[src/rtl/core/srgb_contrast_ratio_macros.svh]
// Assertion macros for the sRGB contrast ratio block.
// Used by srgb_contrast_ratio.sv; expects clk and rst in scope.
`ifndef SRGB_CONTRAST_RATIO_MACROS_SVH
`define SRGB_CONTRAST_RATIO_MACROS_SVH

// same-cycle implication
`define SCR_ASSERT_NOW(lbl, ante, cons, msg) \
  lbl: assert property (@(posedge clk) disable iff (rst) (ante) |-> (cons)) else $error(msg);

// next-cycle implication
`define SCR_ASSERT_NEXT(lbl, ante, cons, msg) \
  lbl: assert property (@(posedge clk) disable iff (rst) (ante) |=> (cons)) else $error(msg);

`endif

[src/rtl/core/scr_pkg.sv]
// Package for the sRGB contrast ratio block: widths, weights, divider
// payload type and the linearization ROM built at elaboration. No dependencies.
package scr_pkg;

  localparam int LUM_FRAC_BITS   = 16;
  localparam int RATIO_FRAC_BITS = 8;
  localparam int CHAN_W  = 8;
  localparam int NUM_CHAN = 3;
  localparam int LUM_W   = LUM_FRAC_BITS;
  localparam int ENTRY_W = LUM_W + 1;
  localparam int W_FRAC  = 16;
  localparam int PROD_W  = ENTRY_W + W_FRAC;
  localparam int ACC_W   = PROD_W + 2;
  localparam int SUM_W   = LUM_W + 1;
  localparam int NUM_W   = SUM_W + RATIO_FRAC_BITS;
  localparam int QUO_W   = 13;
  localparam int TOP_W   = NUM_W - QUO_W;
  localparam int REM_W   = SUM_W;
  localparam int Q30     = 30;

  localparam logic [W_FRAC-1:0] WEIGHT [NUM_CHAN] = '{16'd4732, 16'd46871, 16'd13933};
  localparam logic [SUM_W-1:0] LUM_OFF = SUM_W'(((1 << LUM_FRAC_BITS) + 10) / 20);
  localparam logic [LUM_W-1:0] LUM_MAX = '1;
  localparam logic [QUO_W-1:0] RATIO_ONE  = QUO_W'(1 << RATIO_FRAC_BITS);
  localparam logic [QUO_W-1:0] RATIO_CEIL = QUO_W'(21 << RATIO_FRAC_BITS);
  localparam logic [QUO_W-1:0] MIN_CONTRAST_RST = 13'd1792;
  localparam int LIN_LIMIT = 10;

  typedef logic [ENTRY_W-1:0] curve_rom_t [256];

  typedef struct packed {
    logic [REM_W-1:0] rem;
    logic [QUO_W-1:0] num;
    logic [SUM_W-1:0] den;
    logic [QUO_W-1:0] quo;
    logic [LUM_W-1:0] fg;
    logic [LUM_W-1:0] bg;
  } div_data_t;

  function automatic longint unsigned pow5_q30(longint unsigned r);
    longint unsigned p;
    p = r;
    for (int k = 0; k < 4; k++) begin
      p = (p * r) >> Q30;
    end
    return p;
  endfunction

  function automatic curve_rom_t build_curve();
    curve_rom_t rom;
    longint unsigned c, x, x2, lo, hi, mid, v;
    for (int i = 0; i < 256; i++) begin
      c = longint'(i);
      if (i <= LIN_LIMIT) begin
        rom[i] = ENTRY_W'((((c * 25) << LUM_FRAC_BITS) + 41182) / 82365);
      end else begin
        x  = ((c * 1000 + 14025) << Q30) / 269025;
        x2 = (x * x) >> Q30;
        lo = 0;
        hi = (64'd1 << Q30) + 1;
        while (hi - lo > 1) begin
          mid = lo + ((hi - lo) >> 1);
          if (pow5_q30(mid) <= x2) lo = mid;
          else hi = mid;
        end
        v = (x2 * lo) >> Q30;
        rom[i] = ENTRY_W'((v + (64'd1 << (Q30 - 1 - LUM_FRAC_BITS)))
                          >> (Q30 - LUM_FRAC_BITS));
      end
    end
    return rom;
  endfunction

  localparam curve_rom_t CURVE_ROM = build_curve();

endpackage

[src/rtl/core/scr_div_cell.sv]
// One restoring-division cell: produces one quotient bit and passes the
// partial remainder on. Depends on scr_pkg.
module scr_div_cell
  import scr_pkg::*;
(
  input  logic      clk,
  input  logic      rst,
  input  logic      in_valid,
  output logic      in_ready,
  input  div_data_t in_data,
  output logic      out_valid,
  input  logic      out_ready,
  output div_data_t out_data
);

  logic [REM_W:0] trial;
  logic           q_bit;
  div_data_t      data_next;

  assign in_ready = !out_valid || out_ready;

  always_comb begin
    trial     = {in_data.rem, in_data.num[QUO_W-1]};
    q_bit     = trial >= {1'b0, in_data.den};
    data_next = in_data;
    data_next.rem = q_bit ? REM_W'(trial - {1'b0, in_data.den}) : REM_W'(trial);
    data_next.num = {in_data.num[QUO_W-2:0], 1'b0};
    data_next.quo = {in_data.quo[QUO_W-2:0], q_bit};
  end

  always_ff @(posedge clk) begin
    if (rst) begin
      out_valid <= 1'b0;
    end else if (in_ready) begin
      out_valid <= in_valid;
    end
  end

  always_ff @(posedge clk) begin
    if (in_ready) out_data <= data_next;
  end

endmodule
[config.mk]
export PLATFORM = sky130hd
export DESIGN_NAME = scr_div_cell
export DESIGN_NICKNAME = d
export VERILOG_FILES = /design/src/rtl/core/srgb_contrast_ratio_macros.svh /design/src/rtl/core/scr_pkg.sv /design/src/rtl/core/scr_div_cell.sv
export SDC_FILE = /design/constraint.sdc
export NUM_CORES = 1
export LEC_CHECK = 0
export CAP_MARGIN = 20
export CORE_MARGIN = 2
export CORE_UTILIZATION = 60
export CTS_BUF_LIST = sky130_fd_sc_hd__clkbuf_4 sky130_fd_sc_hd__clkbuf_8
export DETAILED_ROUTE_END_ITERATION = 8
export DONT_BUFFER_PORTS = 1
export PLACE_DENSITY = 0.75
export SLEW_MARGIN = 10
export SYNTH_ARGS = -nofsm -noshare
export SYNTH_HDL_FRONTEND = slang
export SYNTH_SLANG_ARGS = --single-unit
export TNS_END_PERCENT = 5
[constraint.sdc]
create_clock -name clk -period 4.32 [get_ports clk]
set_clock_uncertainty 0.2 [all_clocks]
set_input_delay 0.864 -clock clk [delete_from_list [all_inputs] [get_ports clk]]
set_output_delay 0.864 -clock clk [all_outputs]
set_load 0.02 [all_outputs]
Word level (Yosys, flattened, before mapping)
Index checks and enable logic that the tools add are counted.
W data, S select, Z words.
- flip-flop bits (word level): 92
- output and inout port bits: 94
- add/subtract/negate cells: 1
- $lt $le $gt $ge: 1
- multiplexer cells: 1
- reduce and logical (&&, ||, !) cells: 2
- operators with widths (operator ; number):
    $ge A18 B17 Y1 ; 1
    $mux W17 ; 1
    $sub A17 B17 Y17 ; 1
    $logic_not A1 Y1 ; 1
    $logic_or A1 B1 Y1 ; 1

Logic depth before layout (Yosys ltp)
- depth after elaboration: 2
- depth in mapped cells: 12

Worst setup path before layout
OpenSTA, ideal clock, no wires.
- path type: input to output
- start point: input out_ready
- end point: output in_ready
- arrival: 3234 ps
- setup slack: 22 ps
- stages: 1
- cells stage by stage: nand2b_1
- cells in the longest elaborated chain, start to end: 1
- ends and longest elaborated chain (element ; RTL line ; source):
    start: declaration ; scr_div_cell.sv:12 ; input logic out_ready,
    $logic_or A1 B1 Y1 ; scr_div_cell.sv:20 ; assign in_ready = !out_valid || out_ready;
    end: declaration ; scr_div_cell.sv:9 ; output logic in_ready,
Every way passes these cells.

==> parameters.txt <==
Parameter                              Value

Clocking
  Bufs on Longest Clock Path    2
  Clock tree root buffer cell    clkbuf_8
  Post-CTS repair timing setup buffer count    0
  Num CTS Buffers    9
  Worst skew pair latency    0.35 ns
  TritonCTS clock tree    built
  Reg clk slew, reported paths    0.09 ns
  Total of hold buffers inserted after clock tree synthesis    0
  Post-CTS Resized    0
  H-tree lvl count    3
  Clock sink count    92

Synthesis
  Synth Cell Area    0.00396 mm²
  Syn avg cell area    15.9 µm²
  Fraction of the yosys area taken by sequential cells    69.5%
  Cell type with the highest aggregate area in the netlist    edfxtp_1
  Flip-flop and latch count after synthesis    92
  Count of cell types in the netlist    48
  Yosys warning total    0
  Number of synthesized flops with an enable pin    91
  Most instantiated flip-flop cell in the synthesis netlist    edfxtp_1
  Cell types occupying the most area after synthesis    edfxtp_1 69%, ha_1 5.4%, mux2_4 3.8%, inv_1 2.2%, a21oi_1 1.8%
  Share of synthesized flip-flops with an asynchronous set or reset    0%
  Count leader, synth    edfxtp_1
  Syn Nets    363
  Area share of the largest cell type after synthesis    69.0%
  Synth top cells by count    91 x edfxtp_1, 23 x inv_1, 17 x ha_1
  Gate Count Post-Synth    249

Worst setup path
  Highest cell delay on the worst timing path    0.40 ns
  R2r setup slk    2.43 ns
  Terminus of the critical flop-to-flop path    out_data[67]
  Endpoint kind of the worst setup timing path    flop
  Signal arrival time at the worst endpoint    2.96 ns
  List of cells traversed by the critical path    inv_1 -> ha_1 -> inv_1 -> fa_1 -> a21oi_1 -> or3_4 -> a21oi_4 -> o21bai_4 -> and2_4 -> inv_12 -> mux2_4
  Number of buffers and inverters on the critical path    3
  Max Fanout on Critical Path    10
  Critical path's slowest cell    fa_1
  Critical path class    input pin to flop
  Source of the worst register-to-register timing path    out_valid
  Cells on worst reg2reg path    2
  Crit path launch type    input pin
  Required time of the worst setup path    4.24 ns
  Kind of cell adding the most delay to the critical path    compound AO/OA/AOI/OAI gates
  Critical path's most frequent cell    inv_1

Route
  Iteration count of the initial detailed-routing pass    4
  Detail-routed net length per standard cell    21.8 µm
  Detailed-route via count    2,086
  Post-route DRC    0
  Initial DRC Count    59
  Post-detailed-route via-to-cell ratio    6.10
  Post-detailed-routing wire length    7460 µm
  Residual antenna-violating net count after detailed routing    0

STA
  Normalized max-slew margin    60.9%
  Number of max-slew violations in the final report    0
  Final hold slack    0.364 ns
  Post-layout min period    3.04 ns
  Final hold violation count    0
  Slew of the pin with the lowest slew margin    0.587 ns
  Highest achievable clock rate    329 MHz
  Final period util    70.4%
  Final count of negative-setup-slack endpoints    0
  Unrepaired setup endpoints after global routing    no
  Final sum of negative setup slack    0 ns

Pwr
  Switching power as a share of total power    26.4%
  Combinational cell fraction of total power    9.9%
  Leak Pwr    1.67 nW
  Max VDD drop    368 µV
  Fraction of power consumed by the clock network    30.8%
  Pwr dens    482 mW/mm²
  Cell internal power dissipation    1.52 mW
  Psw    545 µW
  Sequential group share of total power    59.3%

Placed design
  Detailed Place HPWL    5700 µm
  Final weighted congestion in routability-driven placement    0.850
  Cell area after placement    0.00405 mm²
  Number of input and output port buffers inserted    0

Floorplanning
  DIE WIDTH    85.3 µm
  Initial cell density of the core    62.4%
  Die Y    85.3 µm
  Site Rows    29
  Top-level I/O count    190
  Core Box Area    0.00635 mm²
  Area of the die    0.00727 mm²

Finish
  Summed area of non-filler cells in the final layout    0.00428 mm²
  Final net count    374
  Diode insertion count for antenna repair    0
  Share of post-route cells with drive strength above 1    15.5%
  Signed area change from the synthesized netlist to the final layout    8.05%
  Count of fill cells added during filler insertion    418

Status
  Outcome    finished, final reports clean

Global route
  Via count of the first global-routing pass    2,005
  Global-route usage over all layers    20.4%
  Wire length of the first global-routing pass    10,900 µm
  Maximum number of pins on one net before global-route repair    54
  Number of antenna violations at the first check in global routing    0
  Gr ovfl total    0

Hold path
  Hold path startpoint    rst
  Hold Crit Depth    1
  Hold Path Sink    out_valid
  Type of the most critical hold path    input pin to flop

Run
  Max-cap violation count    0
[area by class of cell]
cell class / instances / area (µm²) / area share [%]
tap: 77 / 96.3 / 2.25
timing repair buffer: 2 / 15.0 / 0.351
sequential: 92 / 2750 / 64.3
clock buffer: 10 / 131 / 3.07
multi-input combinational: 131 / 1090 / 25.4
inverter: 24 / 103 / 2.40
clock inverter: 6 / 96.3 / 2.25
[worst max path at each step]
stage | startpoint | end | slack [ns] | depth (start not counted)
final | in_data[74] | out_data[80] | 1.28 | 11
after detailed placement | in_data[74] | out_data[80] | 0.90 | 11
after CTS | in_data[74] | out_data[80] | 1.28 | 11
after global routing | in_data[74] | out_data[80] | 1.10 | 11
after floorplan | out_ready | in_ready | 0.02 | 1
after global placement | in_data[74] | out_data[80] | 0.92 | 11
[metal layers]
layer | track usage [%] | vias up | wire length, µm
met5 | 0 | - | 0
met3 | 8.46 | 20 | 625
met4 | 10.7 | 0 | 202
met2 | 34.1 | 122 | 3910
li1 | - | 961 | -
met1 | 22.3 | 983 | 2720
[worst reg2reg max path: stages (launching register included)]
cell      delay (ns)
dfxtp_1         0.40
nand2b_4        0.33
buf_4           0.58
[cell usage in the layout (no fill, tap or decap), drive strengths merged, types with 2 or more instances in the layout]
cell type / count
o21a: 2
a21oi: 16
buf: 2
a21o: 3
edfxtp: 91
a21boi: 3
xnor2: 8
clkbuf: 10
nand2: 9
o21bai: 3
o21ai: 7
and2: 4
o31ai: 4
o2bb2ai: 2
bufinv: 2
mux2: 10
nand3: 8
inv: 27
nor2: 6
nor3: 4
ha: 17
xor2: 3
nand2b: 4
[metrics by stage]
step | total power [mW] | cells | util, % | setup WS [ns]
2_1_floorplan | 1.40 | 249 | - | 0.0225
3_3_place_gp | 1.44 | 326 | 63.8 | 0.917
3_5_place_dp | 1.45 | 326 | 63.8 | 0.905
4_1_cts | 2.08 | 342 | 67.4 | 1.28
5_1_grt | 2.14 | 342 | 67.4 | 1.10
6_report | 2.06 | 342 | 67.4 | 1.28
[cell families (layout without fill, tap and decap cells)]
family | Yosys count | in the layout | synth area share (%)
buffers and inverters | 26 | 42 | 3.29
XOR/XNOR | 11 | 11 | 2.43
adder cells (fa/ha/maj) | 18 | 18 | 5.87
multiplexers | 11 | 11 | 4.04
AND/OR/NAND/NOR | 42 | 42 | 5.75
flip-flops | 92 | 92 | 69.5
other | 1 | 1 | 0.0947
AO/OA/AOI/OAI | 48 | 48 | 9.03
[power by group through the flow]
| stage | Clock [mW] | Combinational [mW] | Sequential (mW) |
|---|---|---|---|
| after floorplan | 0 | 0.172 | 1.23 |
| after global placement | 0 | 0.198 | 1.25 |
| after detailed placement | 0 | 0.202 | 1.25 |
| after CTS | 0.653 | 0.205 | 1.23 |
| after global routing | 0.682 | 0.227 | 1.23 |
| final | 0.636 | 0.204 | 1.22 |
[registers in the layout (all words and copies together), names as in the netlist]
name and count:
out_data 91, out_valid 1
Note: power is estimated with default switching activity, not from simulation.
